`config.mk`:
```
export PLATFORM = sky130hd
export DESIGN_NAME = codec_packet_frame_counter
export DESIGN_NICKNAME = d
export VERILOG_FILES = /design/src/rtl/cpfc_pkg.sv /design/src/rtl/cpfc_step.sv /design/src/rtl/codec_packet_frame_counter.sv
export SDC_FILE = /design/constraint.sdc
export NUM_CORES = 1
export LEC_CHECK = 0
export BUFFER_PORTS_ARGS = -buffer_cell sky130_fd_sc_hd__clkbuf_2
export CORE_ASPECT_RATIO = 1.75
export CORE_UTILIZATION = 54
export DETAILED_ROUTE_END_ITERATION = 7
export GPL_TIMING_DRIVEN = 0
export PLACE_DENSITY = 0.77
export SETUP_SLACK_MARGIN = 0.15
export SLEW_MARGIN = 5
export SYNTH_ARGS = -nofsm -noshare
export SYNTH_HDL_FRONTEND = slang
export SYNTH_SLANG_ARGS = --single-unit
export TNS_END_PERCENT = 50
```
`constraint.sdc`:
```
create_clock -name clk_i -period 4.6 [get_ports clk_i]
set_input_delay 0.23 -clock clk_i [delete_from_list [all_inputs] [get_ports clk_i]]
set_output_delay 0.23 -clock clk_i [all_outputs]
set_load 0.03 [all_outputs]
```
`src/rtl/cpfc_pkg.sv`:
```
// Shared types, constants and lookup functions for the packet frame counter.
package cpfc_pkg;

  localparam int unsigned BitsAfterW   = 14;
  localparam int unsigned FrameCountW  = 12;
  localparam int unsigned StopReasonW  = 2;
  localparam int unsigned SkipW        = 9;
  localparam int unsigned NbLowW       = 45;
  localparam int unsigned NbHighW      = 36;
  localparam int unsigned CfgIndexW    = 1;
  localparam int unsigned CfgDataW     = NbLowW;
  localparam int unsigned MaxPacketBitsDefault = 16384;

  localparam logic [NbLowW-1:0]  NbLowReset  = 45'd15139790935557;
  localparam logic [NbHighW-1:0] NbHighReset = 36'd10732362028;

  localparam logic [CfgIndexW-1:0] CfgNbLow  = 1'b0;
  localparam logic [CfgIndexW-1:0] CfgNbHigh = 1'b1;

  localparam logic [StopReasonW-1:0] StopOutOfBits = 2'd0;
  localparam logic [StopReasonW-1:0] StopTerm      = 2'd1;
  localparam logic [StopReasonW-1:0] StopCorruptWb = 2'd2;
  localparam logic [StopReasonW-1:0] StopBadMode   = 2'd3;

  localparam logic [4:0] NbModeTerm   = 5'd15;
  localparam logic [4:0] NbModeInband = 5'd14;
  localparam logic [4:0] NbModeUser   = 5'd13;
  localparam logic [4:0] NbModeMax    = 5'd8;
  localparam logic [4:0] WbModeLimit  = 5'd5;
  localparam logic [FrameCountW-1:0] FrameCountMax = '1;

  typedef enum logic [2:0] {
    PH_FLAG,
    PH_WBMODE,
    PH_NBMODE,
    PH_INBAND,
    PH_USER,
    PH_SKIP,
    PH_STOPPED
  } phase_e;

  typedef struct packed {
    phase_e                  phase;
    logic [4:0]              shift;
    logic [2:0]              bits_left;
    logic [SkipW-1:0]        skip_left;
    logic [1:0]              wide_seen;
    logic [FrameCountW-1:0]  frames;
    logic [StopReasonW-1:0]  stop;
  } parse_state_t;

  localparam parse_state_t ParseReset = '{
    phase: PH_FLAG, shift: '0, bits_left: '0, skip_left: '0,
    wide_seen: '0, frames: '0, stop: '0
  };

  typedef struct packed {
    logic                   packet_bit;
    logic [BitsAfterW-1:0]  bits_after;
  } in_item_t;

  typedef struct packed {
    logic [FrameCountW-1:0] frame_total;
    logic [StopReasonW-1:0] stop_reason;
  } out_item_t;

  function automatic logic [SkipW-1:0] wb_advance(input logic [2:0] mode);
    logic [SkipW-1:0] r;
    case (mode)
      3'd1: r = 9'd32;
      3'd2: r = 9'd108;
      3'd3: r = 9'd188;
      3'd4: r = 9'd348;
      default: r = 9'd0;
    endcase
    return r;
  endfunction

  function automatic logic [SkipW-1:0] inband_len(input logic [3:0] code);
    logic [SkipW-1:0] r;
    case (code)
      4'd0, 4'd1: r = 9'd1;
      4'd2, 4'd3, 4'd4, 4'd5, 4'd6, 4'd7: r = 9'd4;
      4'd8, 4'd9: r = 9'd8;
      4'd10, 4'd11: r = 9'd16;
      4'd12, 4'd13: r = 9'd32;
      default: r = 9'd64;
    endcase
    return r;
  endfunction

  function automatic logic [SkipW-1:0] nb_length(input logic [NbLowW-1:0] low,
                                                  input logic [NbHighW-1:0] high,
                                                  input logic [3:0] mode);
    logic [SkipW-1:0] r;
    case (mode)
      4'd0: r = low[8:0];
      4'd1: r = low[17:9];
      4'd2: r = low[26:18];
      4'd3: r = low[35:27];
      4'd4: r = low[44:36];
      4'd5: r = high[8:0];
      4'd6: r = high[17:9];
      4'd7: r = high[26:18];
      4'd8: r = high[35:27];
      default: r = '0;
    endcase
    return r;
  endfunction

endpackage

```
`src/rtl/cpfc_step.sv`:
```
// Next-state logic of the frame parser for one packet bit.
module cpfc_step #(
  parameter int unsigned MaxPacketBits = cpfc_pkg::MaxPacketBitsDefault
) (
  input  logic [cpfc_pkg::NbLowW-1:0]  nb_low_i,
  input  logic [cpfc_pkg::NbHighW-1:0] nb_high_i,
  input  cpfc_pkg::parse_state_t       state_i,
  input  cpfc_pkg::in_item_t           item_i,
  output cpfc_pkg::parse_state_t       state_o,
  output cpfc_pkg::out_item_t          result_o,
  output logic                         last_o
);
  import cpfc_pkg::*;

  localparam int unsigned RemMaxInt =
    (MaxPacketBits - 1 > (1 << BitsAfterW) - 1) ? (1 << BitsAfterW) - 1 : MaxPacketBits - 1;
  localparam logic [BitsAfterW-1:0] RemMax = RemMaxInt[BitsAfterW-1:0];

  logic [BitsAfterW-1:0] rem;
  parse_state_t          n;
  logic [4:0]            v;
  logic [2:0]            bl;
  logic                  skip_req;
  logic [SkipW-1:0]      skip_n;
  logic                  field_req;
  phase_e                field_phase;
  logic [2:0]            field_w;
  logic [SkipW-1:0]      len;

  assign rem = (item_i.bits_after > RemMax) ? RemMax : item_i.bits_after;

  always_comb begin
    n           = state_i;
    v           = {state_i.shift[3:0], item_i.packet_bit};
    bl          = (state_i.bits_left != 3'd0) ? state_i.bits_left - 3'd1 : 3'd0;
    skip_req    = 1'b0;
    skip_n      = '0;
    field_req   = 1'b0;
    field_phase = PH_FLAG;
    field_w     = '0;
    len         = nb_length(nb_low_i, nb_high_i, v[3:0]);
    case (state_i.phase)
      PH_FLAG: begin
        if (rem < ((state_i.wide_seen == 2'd0) ? 14'd4 : 14'd3)) begin
          n.phase = PH_STOPPED;
          n.stop  = StopOutOfBits;
        end else if (item_i.packet_bit) begin
          if (state_i.wide_seen >= 2'd2) begin
            n.phase = PH_STOPPED;
            n.stop  = StopCorruptWb;
          end else begin
            n.wide_seen = state_i.wide_seen + 2'd1;
            field_req   = 1'b1;
            field_phase = PH_WBMODE;
            field_w     = 3'd3;
          end
        end else begin
          n.wide_seen = 2'd0;
          field_req   = 1'b1;
          field_phase = PH_NBMODE;
          field_w     = 3'd4;
        end
      end
      PH_WBMODE, PH_NBMODE, PH_INBAND, PH_USER: begin
        n.shift     = v;
        n.bits_left = bl;
        if (bl == 3'd0) begin
          case (state_i.phase)
            PH_WBMODE: begin
              if (v >= WbModeLimit) begin
                n.phase = PH_STOPPED;
                n.stop  = StopCorruptWb;
              end else begin
                skip_req = 1'b1;
                skip_n   = wb_advance(v[2:0]);
              end
            end
            PH_NBMODE: begin
              if (v == NbModeTerm) begin
                n.phase = PH_STOPPED;
                n.stop  = StopTerm;
              end else if (v == NbModeInband) begin
                field_req   = 1'b1;
                field_phase = PH_INBAND;
                field_w     = 3'd4;
              end else if (v == NbModeUser) begin
                field_req   = 1'b1;
                field_phase = PH_USER;
                field_w     = 3'd5;
              end else if (v > NbModeMax) begin
                n.phase = PH_STOPPED;
                n.stop  = StopBadMode;
              end else begin
                if (state_i.frames != FrameCountMax) begin
                  n.frames = state_i.frames + 1'b1;
                end
                skip_req = 1'b1;
                skip_n   = (len >= 9'd5) ? len - 9'd5 : 9'd0;
              end
            end
            PH_INBAND: begin
              skip_req = 1'b1;
              skip_n   = inband_len(v[3:0]);
            end
            default: begin
              skip_req = 1'b1;
              skip_n   = {1'b0, v, 3'b000};
            end
          endcase
        end
      end
      PH_SKIP: begin
        n.skip_left = (state_i.skip_left != '0) ? state_i.skip_left - 1'b1 : '0;
        if (n.skip_left == '0) begin
          n.phase = PH_FLAG;
        end
      end
      default: begin
      end
    endcase

    if (field_req) begin
      if (rem < {{(BitsAfterW-3){1'b0}}, field_w}) begin
        n.phase = PH_STOPPED;
        n.stop  = StopOutOfBits;
      end else begin
        n.phase     = field_phase;
        n.shift     = '0;
        n.bits_left = field_w;
      end
    end
    if (skip_req) begin
      if (rem < {{(BitsAfterW-SkipW){1'b0}}, skip_n}) begin
        n.phase = PH_STOPPED;
        n.stop  = StopOutOfBits;
      end else if (skip_n == '0) begin
        n.phase = PH_FLAG;
      end else begin
        n.skip_left = skip_n;
        n.phase     = PH_SKIP;
      end
    end
  end

  assign last_o               = (item_i.bits_after == '0);
  assign result_o.frame_total = n.frames;
  assign result_o.stop_reason = n.stop;
  assign state_o              = last_o ? ParseReset : n;

endmodule

```
`src/rtl/codec_packet_frame_counter.sv`:
```
// Bit-serial packet frame counter: input register, parser state, result register.
// The last bit passes the input register, then its result is loaded into the result
// register and out_valid_o rises; a held result can delay this.
// Throughput: one packet bit per cycle; a held result stalls a full input register.
// Reset clears the parser and the handshake state and loads the default frame
// length tables; no clearing pass is needed.
module codec_packet_frame_counter #(
  parameter int unsigned MaxPacketBits = cpfc_pkg::MaxPacketBitsDefault
) (
  input  logic                           clk_i,
  input  logic                           rst_ni,
  input  logic                           in_valid_i,
  output logic                           in_stall_o,
  input  cpfc_pkg::in_item_t             in_item_i,
  output logic                           out_valid_o,
  input  logic                           out_stall_i,
  output cpfc_pkg::out_item_t            out_item_o,
  input  logic                           cfg_valid_i,
  output logic                           cfg_ready_o,
  input  logic [cpfc_pkg::CfgIndexW-1:0] cfg_index_i,
  input  logic [cpfc_pkg::CfgDataW-1:0]  cfg_data_i
);
  import cpfc_pkg::*;

  logic [NbLowW-1:0]  nb_low_q;
  logic [NbHighW-1:0] nb_high_q;
  in_item_t           in_q;
  logic               in_valid_q, in_valid_d;
  parse_state_t       state_q, state_d;
  out_item_t          out_q, result;
  logic               out_valid_q, out_valid_d;
  logic               advance, last, in_xfer, cfg_xfer;

  assign cfg_ready_o = 1'b1;
  assign cfg_xfer    = cfg_valid_i && cfg_ready_o;
  assign advance     = in_valid_q && (!out_valid_q || !out_stall_i);
  assign in_stall_o  = in_valid_q && !advance;
  assign in_xfer     = in_valid_i && !in_stall_o;

  cpfc_step #(
    .MaxPacketBits(MaxPacketBits)
  ) u_step (
    .nb_low_i (nb_low_q),
    .nb_high_i(nb_high_q),
    .state_i  (state_q),
    .item_i   (in_q),
    .state_o  (state_d),
    .result_o (result),
    .last_o   (last)
  );

  always_comb begin
    in_valid_d = in_xfer ? 1'b1 : (advance ? 1'b0 : in_valid_q);
    if (advance && last) begin
      out_valid_d = 1'b1;
    end else if (out_valid_q && !out_stall_i) begin
      out_valid_d = 1'b0;
    end else begin
      out_valid_d = out_valid_q;
    end
  end

  always_ff @(posedge clk_i or negedge rst_ni) begin
    if (!rst_ni) begin
      nb_low_q    <= NbLowReset;
      nb_high_q   <= NbHighReset;
      in_valid_q  <= 1'b0;
      out_valid_q <= 1'b0;
      state_q     <= ParseReset;
    end else begin
      if (cfg_xfer && cfg_index_i == CfgNbLow) begin
        nb_low_q <= cfg_data_i;
      end
      if (cfg_xfer && cfg_index_i == CfgNbHigh) begin
        nb_high_q <= cfg_data_i[NbHighW-1:0];
      end
      in_valid_q  <= in_valid_d;
      out_valid_q <= out_valid_d;
      if (advance) begin
        state_q <= state_d;
      end
    end
  end

  always_ff @(posedge clk_i) begin
    if (in_xfer) begin
      in_q <= in_item_i;
    end
    if (advance && last) begin
      out_q <= result;
    end
  end

  assign out_valid_o = out_valid_q;
  assign out_item_o  = out_q;

  a_clear_after_last: assert property (@(posedge clk_i) disable iff (!rst_ni)
    (advance && last) |=> (state_q.phase == PH_FLAG && state_q.frames == '0))
    else $error("parser not cleared after last bit");

  a_stall_cause: assert property (@(posedge clk_i) disable iff (!rst_ni)
    in_stall_o |-> (in_valid_q && out_valid_q))
    else $error("input stalled without a held result");

  a_skip_nonzero: assert property (@(posedge clk_i) disable iff (!rst_ni)
    (state_q.phase == PH_SKIP) |-> (state_q.skip_left != '0))
    else $error("skip phase with empty skip count");

  a_wide_bound: assert property (@(posedge clk_i) disable iff (!rst_ni)
    state_q.wide_seen <= 2'd2)
    else $error("too many wideband layers recorded");

endmodule
```
# After elaboration in Yosys (flattened, before gate mapping)
# Memory sizes are Yosys's and may differ from the RTL's.
# Cells that the tools add are included.
# word_totals
register_bits	148
romBits	96
input_bits	66
output_inout_bits	17
elab_cells	196
n_memories	1
# mem_list
memory	words	word_bits	read_ports	rd_clocked_by_memory_dff	wr	line_no	text
(no name shown)	16	6	1	0	0	cpfc_pkg.sv:81	case (code)
# classes
addsub	5
n_lt_le_gt_ge	8
n_eq_ne	32
muxes	106
n_bitwise	1
n_reduce_logical	28
# op_table
operator	count
two-way mux 9 bit	13
two-way mux 14 bit	8
two-way mux 3 bit	29
one-hot mux 9 bit (9 select lines)	1
two-way mux 12 bit	5
two-way mux 36 bit	1
one-hot mux 9 bit (4 select lines)	1
two-way mux 2 bit	16
one-hot mux 9 bit (3 select lines)	1
two-way mux 1 bit	20
logical NOT 9 bit	2
one-hot mux 3 bit (2 select lines)	3
equality test 4 x 3 -> 1 bit, second input constant	4
two-way mux 8 bit	2
equality test 5 x 4 -> 1 bit, second input constant	3
greater-than comparator 14 bit, second input constant	1
logical NOT 14 bit	1
less-than comparator 14 bit	1
less-than comparator 14 x 3 -> 1 bit	1
less-than comparator 14 x 9 -> 1 bit	1
!= test 7 x 4 -> 1 bit, second input constant	2
adder 12 x 1 -> 12 bit, second input constant	1
equality test 3 x 2 -> 1 bit, second input constant	4
!= test 12 bit, second input constant	1
other kinds (37)	58

# Longest topological paths before layout
# Gate-level depths: netlist of run 1.
# logic_depth
ltp_word	18
depth_mapped	24
mapped_depth_nobuf	21

# Hierarchy
# A second synthesis of run 1 with hierarchy kept.
# unflattened
cells_unflattened	807
area_unflattened_um2	8903.5
# modules_own_cells
mod	n_inst	cells_each	area_per_inst_um2	seq_area_each_um2
codec_packet_frame_counter	1	290	5557.8	3897.5
cpfc_step	1	517	3345.7	0.0

# Least setup slack after synthesis of run 1
# No wires, ideal clock.
# synth_path
kind	flip-flop to flip-flop
start	register in_q[14] (netlist bit)
end	register state_q[20] (netlist bit)
setup_time_ns	0.133
arrival_ns	4.265
required_time_ns	4.467
slack_ns	0.203
path_stages_with_launch	21
n_path_buf	2
synth_period_minus_slack_ns	4.397
cell_sequence	edfxtp_1 > buf_6 > mux2_1 > a32o_1 > or4_1 > or3_1 > o31a_1 > nor4_1 > o21a_1 > inv_1 > ha_1 > nand3_1 > nor3_1 > nand3_1 > nand3_1 > o31ai_1 > nor3_2 > o31ai_4 > buf_6 > o2111ai_1 > o211ai_2
# synth_via
elab_chain_len	16
word_cells_on_any_way	46
cone_classes	add/sub (1); order compare (4); eq/ne (15); mux (23); reduce/logical (2); memory (1)
# synth_lines
item	line_no	text
start, declared	codec_packet_frame_counter.sv:27	in_item_t in_q;
start signal, assigned	codec_packet_frame_counter.sv:87	in_q <= in_item_i;
parallel branches: the longest is 14 deep, another holds less-than comparator 14 x 9 -> 1 bit	-	
two-way mux 9 bit (*)	cpfc_step.sv:132	if (skip_req) begin
two-way mux 36 bit (*)	cpfc_step.sv:148	assign state_o = last_o ? ParseReset : n;
end signal, assigned	codec_packet_frame_counter.sv:69	state_q <= ParseReset;
end signal, assigned	codec_packet_frame_counter.sv:80	state_q <= state_d;
end, declared	codec_packet_frame_counter.sv:29	parse_state_t state_q, state_d;
# Mark *: on every way between the ends.
# A chain may end at the register's enable or synchronous reset.

# Worst setup path after layout of run 1
# layout_path
start	register in_q[14] (netlist bit)
end	register state_q[18] (netlist bit)
# The elaborated chain is that of the path after synthesis.

==> qor.log, run 1 <==
[run_status] run status finished with violations
[run_status] failing checks negative setup slack
[global_route] number of global-route vias before repair 7736
[routing] DR WL/cell 23.10 µm
[finish] area added between synthesis and finish 27.94%
[global_route] Remaining Overflow, GRT 0
[floorplanning] Horiz. Die Dim 96.74 µm
[floorplanning] I/O pin total 83
[cts] Clock Tree Root sky130_fd_sc_hd__clkbuf_16
[sta] Max transition margin 23.59%
[place] Buffers on Ports 81
[sta] post-route fraction of the period consumed by the critical path 102.7%
[sta] min cycle time layout 4722 ps
[logic_synthesis] Synth top area share 23.31%
[logic_synthesis] main area contributors after synthesis sky130_fd_sc_hd__dfrtp_1 (23%), sky130_fd_sc_hd__dfstp_2 (12%), sky130_fd_sc_hd__mux2_2 (12%), sky130_fd_sc_hd__edfxtp_1 (10%), sky130_fd_sc_hd__ha_1 (2.7%)
[routing] number of vias after detailed routing 7520
[cts] post-CTS clock slew at the launch and capture registers of the worst setup and hold paths 70 ps
[sta] total count of hold-check failures in the final report 0
[logic_synthesis] number of enable flip-flop cells after synthesis 29
[critical_path] Crit. End Element flip-flop
[logic_synthesis] fraction of registers with async set or reset after synthesis 80.27%
[sta] Total Neg Setup Slack -582.1 ps
[sta] unrepaired setup endpoints after global routing true
[floorplanning] die footprint 16230 µm²
[routing] final routed DRC violation total 0
[routing] total wirelength of the detailed-routed design 26820 µm
[routing] number of detailed-route iterations in the first pass 5
[critical_path] WS Path Type flip-flop to flip-flop
[cts] clock sink total 147
[sta] final setup vio count 11
[sta] total count of max-transition violations in the final report 0
[place] HPWL Detailed 17830 µm
[hold_path] Hold WC Path Type primary input to flip-flop
[routing] routed vias/inst 6.477
[power_and_ir_drop] power density over the cells 612.6 nW/µm²
[power_and_ir_drop] sum of internal, switching and leakage power 6.647 mW
[logic_synthesis] flip-flop and latch count after synthesis 147
[logic_synthesis] Top FF cell, synth sky130_fd_sc_hd__dfrtp_1
[power_and_ir_drop] leak pwr 4.455 nW
[finish] most common cell after layout, fill and taps aside sky130_fd_sc_hd__mux2_2
[cts] CTS HTree Levels 4
[finish] top library cells by usage in the layout, fill and taps aside sky130_fd_sc_hd__mux2_2 (87), sky130_fd_sc_hd__clkbuf_2 (84), sky130_fd_sc_hd__dfrtp_1 (77)
[cts] number of buffers created by CTS 17
[cts] TritonCTS clock tree yes
[floorplanning] core region area 15390 µm²
[finish] filler cell count 1082
[critical_path] CP Launch Type flip-flop
[global_route] overall track demand over capacity in global routing 32.93%
[logic_synthesis] number of cells produced by synthesis 792
[logic_synthesis] number of different library cells in the post-synthesis netlist 89
[floorplanning] floorplan row count 60
[cts] clk_lat worst skew 440 ps
[logic_synthesis] sequential cell area fraction in the yosys report 45.66%
[sta] worst setup skew after layout 13.41 ps
[logic_synthesis] Syn Nets 876
[routing] Detail Route Antenna Nets 0
[global_route] global-route wire length before repair 41010 µm
[finish] Antenna Diode Count 0
[floorplanning] die height 167.8 µm
[routing] Iter 0 DRT Violations 597
[global_route] pin count of the biggest net entering global routing 63
[critical_path] CP arrival 5050 ps
[power_and_ir_drop] peak supply drop 0.4066 mV
[sta] Worst-Margin Slew 1142 ps
[floorplanning] initial cell density of the core 55.11%
[place] Post-Place Setup Slack -925.8 ps
[logic_synthesis] Netlist Area Pre-Place 8482 µm²
[finish] share of post-route cells with drive strength above 1 41.23%
[cts] worst-case clock buffer depth 2
[logic_synthesis] Synth warnings 0
[critical_path] largest driver fanout on the critical path 7
[flow_run] maxcap violations 0
[global_route] initial antenna violation count 0
[logic_synthesis] cell taking the most area after synthesis sky130_fd_sc_hd__dfrtp_1
[sta] final worst setup slack -122.0 ps
[critical_path] Data required, critical path 4930 ps
[logic_synthesis] Mapped Avg Cell Area 10.71 µm²
[sta] Achievable Freq 211.8 MHz
[place] Final GP Congestion 1.016
[finish] number of nets in the finished design 1046
## flip-flops by register name, indices dropped and copies added, names as in the netlist
name and cells:
nb_low_q 45, in_valid_q 1, state_q 35, nb_high_q 36, in_q 15, out_item_o 14, out_valid_o 1
## where the power goes
part           internal [mW]  total, mW  switching (mW)
Sequential              1.59       1.78           0.194
Clock                  0.710       1.35           0.637
Combinational           1.55       3.52            1.96
Total                   3.85       6.65            2.79
## Yosys cell counts, drive strengths merged, types with 9 or more instances
master / n
dfstp: 39
nor2b: 9
dfrtp: 79
nand2: 49
a21oi: 34
nand2b: 12
nor3: 16
mux2: 90
buf: 18
ha: 18
o31ai: 9
nor4: 10
o211ai: 9
edfxtp: 29
nor3b: 9
nand3: 24
a22o: 21
clkbuf: 37
nand3b: 14
inv: 20
o21ai: 40
mux2i: 10
nor2: 39
and3: 10
## cell families after synthesis
kind of cell,count (synthesis),share of synthesized area [%]
AOI/OAI and AO/OA,191,16.11
xor gates and xnor gates,13,1.342
adders and majority gates,18,2.655
buffers and inverters,75,3.983
DFF,147,45.66
muxes,101,13.44
other,1,0.04421
and+or+nand+nor,246,16.77
## area by class of cell
type | count | area [µm²] | share of cell area (%)
multi-input cells | 570 | 4726 | 43.55
flip-flops and latches | 147 | 3875 | 35.71
clock inverters | 13 | 115.1 | 1.061
inverters | 20 | 75.07 | 0.6918
repair buffers | 151 | 1079 | 9.939
plain buffers | 55 | 316.6 | 2.917
clock buffers | 19 | 432.9 | 3.989
well taps | 186 | 232.7 | 2.145
## worst paths after layout
check / from / endpoint / slack, ps / cells past startpoint
setup / recovery: in_q[14] / state_q[18] / -120 / 22
hold / removal: in_valid_i / in_valid_q / 5 / 2
setup reg to reg: in_q[14] / state_q[18] / -120 / 22
hold reg to reg: state_q[14] / state_q[14] / 500 / 1
max in group asynchronous: rst_ni / nb_low_q[32] / 3550 / 3
min in group asynchronous: rst_ni / state_q[20] / 330 / 2
## routing by layer
layer  wire length (µm)  vias up  GRT usage, %
li1                   -     3322             -
met4               2279        0         28.29
met5                  0        -             0
met3               1629      154         6.559
met1               9003     3663         32.27
met2              13910      381         58.57
## through the flow
step / hold slack [ps] / area (µm²) / util, % / cells
CTS: 15.48 / 10560 / 68.62 / 1149
global route: 17.34 / 10850 / 70.51 / 1161
detailed placement: 244.9 / 9156 / 59.50 / 1060
floorplan: -65.59 / 8482 / - / 792
finish: 4.501 / 10850 / 70.51 / 1161
global placement: 408.1 / 9120 / 59.26 / 1059
## worst max-delay path: stages (launching register included)
cell	delay (ps)
sky130_fd_sc_hd__edfxtp_1	460
sky130_fd_sc_hd__buf_6	160
sky130_fd_sc_hd__buf_8	140
sky130_fd_sc_hd__nor2b_2	230
sky130_fd_sc_hd__a32o_1	300
sky130_fd_sc_hd__nand4bb_1	230
sky130_fd_sc_hd__buf_4	180
sky130_fd_sc_hd__or3_4	360
sky130_fd_sc_hd__o31a_1	300
sky130_fd_sc_hd__nor4_2	200
sky130_fd_sc_hd__o21a_2	220
sky130_fd_sc_hd__inv_1	70
sky130_fd_sc_hd__ha_4	280
sky130_fd_sc_hd__nand3_1	100
sky130_fd_sc_hd__o21bai_2	220
sky130_fd_sc_hd__buf_4	150
sky130_fd_sc_hd__nand3_4	70
sky130_fd_sc_hd__o31ai_4	90
sky130_fd_sc_hd__nor3_4	200
sky130_fd_sc_hd__o31ai_4	170
sky130_fd_sc_hd__buf_4	170
sky130_fd_sc_hd__mux2i_1	100
sky130_fd_sc_hd__a22o_1	190
## repair_timing
action / in CTS / in global routing
hold endpoints to repair: 48 / 0
setup buffers: 40 / 11
hold buffers: 15 / 0
gates cloned: 2 / 1
pin swaps: 28 / 21
setup endpoints to repair: 16 / 16
resized for setup: 88 / 36
No activity file was read; power rests on OpenSTA's default activity.
==> run 2, diff against run 1 <==
CORE_UTILIZATION = 55   (was 54)
PLACE_DENSITY = 0.78   (was 0.77)
SYNTH_HIERARCHICAL = 1   (was default)
==> run 2 against run 1 <==
Against the previous run:
- the flow finishes with violations (design-rule violations, negative setup slack)
- global-route usage rose by 0.83 points
- hold slack improved by 21 ps
- critical path depth rose by 6
- critical path type unchanged
- total power rose by 1.7%
- clock skew barely moved
==> qor.log, run 2 <==
[critical_path] Most common cell on crit path sky130_fd_sc_hd__buf_4
[hold_path] worst hold path cell count 2 [unchanged]
[sta] min cycle time layout 5087 ps [+365.5 ps]
[global_route] initial antenna violation count 0 [unchanged]
[flow_run] maxcap violations 0 [unchanged]
[floorplanning] die height 169.9 µm [+1.2%]
[power_and_ir_drop] peak supply drop 0.3725 mV [-8.4%]
[global_route] overall track demand over capacity in global routing 33.76% [+0.83 points]
[finish] footprint of the flip-flops and latches 3875 µm² [unchanged]
[critical_path] startpoint of the most critical setup path in_q[14]
[critical_path] CP arrival 5400 ps [+350 ps]
[routing] number of vias after detailed routing 7608 [+1.2%]
[global_route] pin count of the biggest net entering global routing 96 [+52%]
[cts] TritonCTS clock tree yes
[finish] most common cell after layout, fill and taps aside sky130_fd_sc_hd__clkbuf_2
[routing] final routed DRC violation total 2 [+2]
[place] Buffers on Ports 81 [unchanged]
[floorplanning] initial cell density of the core 56.05% [+0.93 points]
[finish] top library cells by usage in the layout, fill and taps aside sky130_fd_sc_hd__clkbuf_2 (82), sky130_fd_sc_hd__dfrtp_1 (77), sky130_fd_sc_hd__mux2_2 (73)
[cts] clock sink total 147 [unchanged]
[finish] share of post-route cells with drive strength above 1 46.18% [+4.9 points]
[critical_path] logic depth of the worst register-to-register path 28 [+27%]
[sta] Worst-Margin Slew 1200 ps [+58.39 ps]
[critical_path] startpoint of the worst register-to-register path in_q[14]
[finish] filler cell count 1100 [+1.7%]
[finish] footprint of the multi-input gates 5166 µm² [+9.3%]
[logic_synthesis] Syn Nets 886 [+1.1%]
[finish] area added between synthesis and finish 28.20%
[hold_path] hold path startpoint cfg_data_i[43]
[logic_synthesis] Netlist Area Pre-Place 8855 µm² [+4.4%]
[critical_path] capture instance of the worst register-to-register path state_q[24]
[finish] Antenna Diode Count 0 [unchanged]
[place] post-placement cell area 9643 µm² [+5.3%]
[floorplanning] floorplan row count 61 [+1.7%]
[logic_synthesis] Synth warnings 6 [+6]
[cts] Clock Tree Root sky130_fd_sc_hd__clkbuf_16
[critical_path] largest driver fanout on the critical path 7 [unchanged]
[floorplanning] core region area 15800 µm² [+2.7%]
[critical_path] largest stage delay on the critical path 480 ps [+20 ps]
[floorplanning] die footprint 16630 µm² [+2.5%]
[cts] CTS HTree Levels 4 [unchanged]
[run_status] failing checks design-rule violations, negative setup slack
[routing] DR WL/cell 23.85 µm [+3.2%]
[sta] total count of hold-check failures in the final report 0 [unchanged]
[hold_path] worst-case hold path end point nb_low_q[43]
[power_and_ir_drop] power density over the cells 595.7 nW/µm² [-2.8%]
[critical_path] WS Path Type flip-flop to flip-flop
[floorplanning] Horiz. Die Dim 97.92 µm [+1.2%]
[logic_synthesis] Mapped Avg Cell Area 11.04 µm² [+3.1%]
[sta] Max transition margin 17.90% [-5.7 points]
[finish] number of nets in the finished design 1065 [+1.8%]
[global_route] Remaining Overflow, GRT 0 [unchanged]
[sta] total count of max-transition violations in the final report 0 [unchanged]
[run_status] run status finished with violations
[cts] post-CTS clock slew at the launch and capture registers of the worst setup and hold paths 60 ps [about the same]
[finish] Post-Layout Inst Area 11350 µm² [+4.6%]
[power_and_ir_drop] sum of internal, switching and leakage power 6.762 mW [+1.7%]
[cts] number of buffers created by CTS 17 [unchanged]
[cts] worst-case clock buffer depth 2 [unchanged]
[power_and_ir_drop] leak pwr 4.712 nW [+5.8%]
[place] HPWL Detailed 19000 µm [+6.6%]
[sta] Total Neg Setup Slack -6117 ps [-5535 ps]
[logic_synthesis] number of cells produced by synthesis 802 [+1.3%]
[sta] post-route fraction of the period consumed by the critical path 110.6% [+7.9 points]
[critical_path] Crit. End Element flip-flop
[routing] Iter 0 DRT Violations 575 [-3.7%]
[finish] flip-flop count of the largest register, all copies and words added 45 [unchanged]
[global_route] number of global-route vias before repair 7640 [-1.2%]
[floorplanning] I/O pin total 83 [unchanged]
[finish] most flop-heavy register nb_low_q
[routing] number of detailed-route iterations in the first pass 7 [+2]
[critical_path] Data required, critical path 4920 ps [about the same]
[routing] Detail Route Antenna Nets 0 [unchanged]
[sta] final worst setup slack -487.5 ps [-365.5 ps]
[sta] Achievable Freq 196.6 MHz [-7.2%]
[sta] worst setup skew after layout 13.41 ps [+0.003200 ps]
[place] Final GP Congestion 1.001 [-1.5%]
[critical_path] flop-to-flop setup slack -490 ps [-370 ps]
[sta] unrepaired setup endpoints after global routing true
[place] Post-Place Setup Slack -1262 ps [-336.1 ps]
[hold_path] Hold WC Path Type primary input to flip-flop
[critical_path] CP Launch Type flip-flop
[global_route] global-route wire length before repair 41660 µm [+1.6%]
[critical_path] library cell contributing the largest single delay on the critical path sky130_fd_sc_hd__edfxtp_1
[sta] final setup vio count 16 [+5]
[routing] routed vias/inst 6.431 [-0.71%]
[cts] clk_lat worst skew 440 ps [about the same]
[routing] total wirelength of the detailed-routed design 28220 µm [+5.2%]
[finish] largest registers ranked by flip-flop count nb_low_q: 45 flops, nb_high_q: 36 flops, state_q: 35 flops
[run 2: power breakdown]
group | total [mW] | switching (mW) | internal, mW
combinational | 3.67 | 1.96 | 1.71
clock | 1.29 | 0.542 | 0.751
sequential | 1.80 | 0.210 | 1.59
total | 6.76 | 2.71 | 4.05
[run 2: final cells by class]
cell class,instances,share of cell area [%]
well taps,189,2.083
repair buffers,160,9.600
inverters,16,0.5511
clock buffers,27,4.453
multi-input cells,584,45.51
clock inverters,5,0.2425
plain buffers,55,3.428
flip-flops and latches,147,34.13
[run 2: repair_timing]
item / 4_1_cts / 5_1_grt
setup buffers: 38 / 23
cloned: 1 / 0
resized for setup: 56 / 65
hold buffers: 15 / 1
endpoints found under the setup margin: 30 / 31
endpoints found under the hold margin: 37 / 1
pin swaps: 25 / 28
[run 2: metal layers]
layer  share of wire (%)  vias up  wire (µm)  GRT usage (%)
met4                 9.7        0       2724          31.16
met5                   0        -          0              0
met3                 5.4      158       1514          5.092
met1                  32     3703       9167          31.92
li1                    -     3355          -              -
met2                  52      392      14810          61.79
[run 2: stage by stage]
| step | util (%) | hold WS (ps) | std cells |
|---|---|---|---|
| global route | 71.85 | 17.51 | 1183 |
| CTS | 68.97 | 0.09898 | 1159 |
| floorplan | - | -65.59 | 802 |
| finish | 71.85 | 25.29 | 1183 |
| detailed placement | 61.04 | 125.3 | 1073 |
| global placement | 60.81 | 407.0 | 1072 |
[run 2: how the worst max path moves through the flow]
stage	to	slack, ps	depth (start not counted)
floorplan	state_q[18]	30	26
global placement	state_q[18]	-1250	23
detailed placement	state_q[18]	-1260	23
CTS	state_q[18]	-400	22
global route	state_q[18]	-580	24
finish	state_q[24]	-490	28
[run 2: critical path: cells and delay by family (launching register included)]
kind	cells	cell delay (ps)
AO/OA/AOI/OAI	6	1360
buffers and inverters	17	2200
multiplexers	1	300
AND/OR/NAND/NOR	4	610
flip-flops	1	480
==> run 3, diff against run 2 <==
CORE_ASPECT_RATIO = 1.4   (was 1.75)
==> run 3 against run 2 <==
Against the previous run:
- the run ends with negative setup slack left
- clock skew decreased by 5.0 ps
- cell area decreased by 1.1%
- clock-buffer cell count decreased by 5
- hold slack improved by 4.8 ps
- utilization decreased by 0.26 points
- setup slack got worse by 350 ps
- sequential power about the same
- non-clock buffer count decreased by 1
- critical path type unchanged
- critical endpoint is now state_q[18]
- largest cell class unchanged
==> qor.log, run 3 (synthesis results as in run 2) <==
[sta] unrepaired setup endpoints after global routing true
[sta] Max transition margin 9.514% [-8.4 points]
[power_and_ir_drop] peak supply drop 0.4006 mV [+7.6%]
[critical_path] CP arrival 5740 ps [+340 ps]
[hold_path] hold path startpoint cfg_data_i[38]
[floorplanning] initial cell density of the core 56.49% [+0.44 points]
[routing] max layer used met4
[finish] top library cells by usage in the layout, fill and taps aside sky130_fd_sc_hd__clkbuf_2 (82), sky130_fd_sc_hd__dfrtp_1 (77), sky130_fd_sc_hd__mux2_2 (74)
[power_and_ir_drop] portion of total power attributed to combinational logic 52.4% [-1.8 points]
[cts] CTS HTree Levels 4 [unchanged]
[hold_path] worst-case hold path end point nb_low_q[38]
[global_route] global-route wire length before repair 41640 µm [about the same]
[global_route] pin count of the biggest net entering global routing 65 [-32%]
[floorplanning] Horiz. Die Dim 109.2 µm [+12%]
[finish] area added between synthesis and finish 26.73%
[place] Final GP Congestion 0.9660 [-3.5%]
[finish] Antenna Diode Count 0 [unchanged]
[power_and_ir_drop] leak pwr 4.699 nW [-0.28%]
[floorplanning] floorplan row count 54 [-11%]
[finish] share of post-route cells with drive strength above 1 44.51% [-1.7 points]
[cts] worst-case clock buffer depth 2 [unchanged]
[finish] largest registers ranked by flip-flop count nb_low_q: 45 flops, nb_high_q: 36 flops, state_q: 35 flops
[cts] number of buffers created by CTS 17 [unchanged]
[sta] post-route fraction of the period consumed by the critical path 118.1% [+7.5 points]
[power_and_ir_drop] net switching power 2.599 mW [-4.1%]
[critical_path] CP Launch Type flip-flop
[finish] number of nets in the finished design 1064 [-0.094%]
[sta] total count of max-transition violations in the final report 0 [unchanged]
[routing] metal2 WL 13830 µm [-6.6%]
[routing] routed vias/inst 6.468 [+0.58%]
[finish] flip-flop count of the largest register, all copies and words added 45 [unchanged]
[power_and_ir_drop] sum of internal, switching and leakage power 6.490 mW [-4.0%]
[floorplanning] die height 152.1 µm [-10%]
[floorplanning] I/O pin total 83 [unchanged]
[sta] worst setup skew after layout 8.365 ps [-5.047 ps]
[run_status] failing checks negative setup slack
[routing] number of detailed-route iterations in the first pass 7 [unchanged]
[routing] wire length on met1 9387 µm [+2.4%]
[cts] post-CTS clock slew at the launch and capture registers of the worst setup and hold paths 60 ps [about the same]
[critical_path] startpoint of the worst register-to-register path in_q[14]
[critical_path] Crit. End Element flip-flop
[sta] min cycle time layout 5433 ps [+345.5 ps]
[critical_path] largest driver fanout on the critical path 6 [-1]
[routing] Detail Route Antenna Nets 0 [unchanged]
[global_route] overall track demand over capacity in global routing 33.46% [-0.30 points]
[critical_path] Data required, critical path 4910 ps [about the same]
[sta] Worst-Margin Slew 1345 ps [+144.5 ps]
[place] HPWL Detailed 17690 µm [-6.9%]
[power_and_ir_drop] switching share of total power 40.05% [about the same]
[finish] Post-Layout Inst Area 11220 µm² [-1.1%]
[sta] Achievable Freq 184.1 MHz [-6.4%]
[hold_path] worst hold path cell count 2 [unchanged]
[flow_run] maxcap violations 0 [unchanged]
[floorplanning] core region area 15680 µm² [-0.78%]
[critical_path] WS Path Type flip-flop to flip-flop
[floorplanning] die footprint 16620 µm² [about the same]
[critical_path] capture instance of the worst register-to-register path state_q[18]
[cts] clk_lat worst skew 430 ps [about the same]
[power_and_ir_drop] power density over the cells 578.3 nW/µm² [-2.9%]
[place] Buffers on Ports 81 [unchanged]
[routing] total wirelength of the detailed-routed design 26900 µm [-4.7%]
[critical_path] flop-to-flop setup slack -830 ps [-350 ps]
[cts] TritonCTS clock tree yes
[routing] Iter 0 DRT Violations 634 [+10%]
[routing] number of vias after detailed routing 7691 [+1.1%]
[power_and_ir_drop] Clock Power Share 19.8% [+0.7 points]
[power_and_ir_drop] internal power 3.891 mW [-4.0%]
[hold_path] Hold WC Path Type primary input to flip-flop
[global_route] Remaining Overflow, GRT 0 [unchanged]
[run_status] run status finished with violations
[finish] post-layout util 71.59% [-0.26 points]
[finish] most flop-heavy register nb_low_q
[finish] most common cell after layout, fill and taps aside sky130_fd_sc_hd__clkbuf_2
[critical_path] logic depth of the worst register-to-register path 20 [-29%]
[sta] total count of hold-check failures in the final report 0 [unchanged]
[sta] final worst setup slack -833.0 ps [-345.5 ps]
[routing] Met3 Routed Length 1664 µm [+9.9%]
[power_and_ir_drop] Reg power frac 27.8% [+1.1 points]
[routing] DR WL/cell 22.62 µm [-5.2%]
[sta] final setup vio count 16 [unchanged]
[routing] final routed DRC violation total 0 [-2]
[global_route] initial antenna violation count 0 [unchanged]
[place] post-placement cell area 9652 µm² [about the same]
[global_route] number of global-route vias before repair 7854 [+2.8%]
[cts] clock sink total 147 [unchanged]
[cts] Clock Tree Root sky130_fd_sc_hd__clkbuf_16
-- run 3: cell count changes in the layout (fill, tap and decap cells not counted), sizes merged --
cell         previous run  this run
inv                    16        22
clkbuf                133       129
buf                    93        90
clkinv                  4         3
dlygate4sd3            16        17
-- run 3: worst max-delay path: stages, from the launching register on --
cell	delay (ps)
sky130_fd_sc_hd__edfxtp_1	530
sky130_fd_sc_hd__buf_6	190
sky130_fd_sc_hd__and2_4	150
sky130_fd_sc_hd__buf_8	120
sky130_fd_sc_hd__a22o_4	250
sky130_fd_sc_hd__a2111oi_4	560
sky130_fd_sc_hd__nand4_1	310
sky130_fd_sc_hd__buf_4	230
sky130_fd_sc_hd__or3_1	410
sky130_fd_sc_hd__a211oi_4	370
sky130_fd_sc_hd__ha_1	330
sky130_fd_sc_hd__and4_4	210
sky130_fd_sc_hd__a221o_1	280
sky130_fd_sc_hd__nand2_1	70
sky130_fd_sc_hd__nand3_2	80
sky130_fd_sc_hd__a41o_1	240
sky130_fd_sc_hd__o31a_1	150
sky130_fd_sc_hd__clkbuf_8	180
sky130_fd_sc_hd__o21ai_4	80
sky130_fd_sc_hd__mux2_4	320
sky130_fd_sc_hd__mux2_4	250
-- run 3: final cells by class --
| cell class | count | area (µm²) |
|---|---|---|
| Clock inverter | 10 | 73.82 |
| Timing Repair Buffer | 159 | 1094 |
| Inverter | 16 | 60.06 |
| Clock buffer | 22 | 464.2 |
| Fill cell | 1058 | 4453 |
| Tap cell | 196 | 245.2 |
| Sequential cell | 147 | 3875 |
| Buffer | 55 | 384.1 |
| Multi-Input combinational cell | 584 | 5026 |
-- run 3: worst max-delay path by stage --
| stage | from | cells after the start | end | slack (ps) |
|---|---|---|---|---|
| floorplan | state_q[29] | 26 | state_q[18] | 30 |
| global placement | in_q[14] | 23 | state_q[18] | -980 |
| detailed placement | in_q[14] | 23 | state_q[18] | -1010 |
| CTS | in_q[14] | 22 | state_q[18] | -310 |
| global route | in_q[14] | 24 | state_q[0] | -970 |
| finish | in_q[14] | 20 | state_q[18] | -830 |
-- run 3: repair_timing --
action                                  4_1_cts  5_1_grt
resized for setup                            58       26
gates cloned                                  0        0
endpoints found under the setup margin       16       23
hold buffers                                 17        0
hold endpoints to repair                     63        0
pin swaps                                    32       22
setup buffers                                50       10
-- run 3: power by group through the flow --
stage | Clock, mW | Combinational [mW] | Sequential, mW
global placement | 0 | 2.45 | 1.81
detailed placement | 0 | 2.49 | 1.82
finish | 1.29 | 3.40 | 1.80
global route | 1.35 | 3.59 | 1.83
CTS | 1.29 | 3.07 | 1.79
floorplan | 0 | 1.92 | 1.74
-- run 3: routing by layer --
| metal | vias up | global-route usage [%] |
|---|---|---|
| li1 | 3355 | - |
| met1 | 3763 | 35.08 |
| met2 | 417 | 57.08 |
| met3 | 156 | 7.956 |
| met4 | 0 | 24.44 |
| met5 | - | 0 |
-- run 3: per-stage QoR --
step                      hold slack, ps  worst slack [ps]  cells  TNS, ps
after detailed placement           222.7             -1012   1080   -12800
after global placement             408.0            -983.0   1079   -12230
after floorplan                   -65.59             33.31    802        0
final                              30.09            -833.0   1189   -11920
after CTS                          21.95            -313.7   1179    -3756
after global routing               20.86            -974.9   1189   -14470
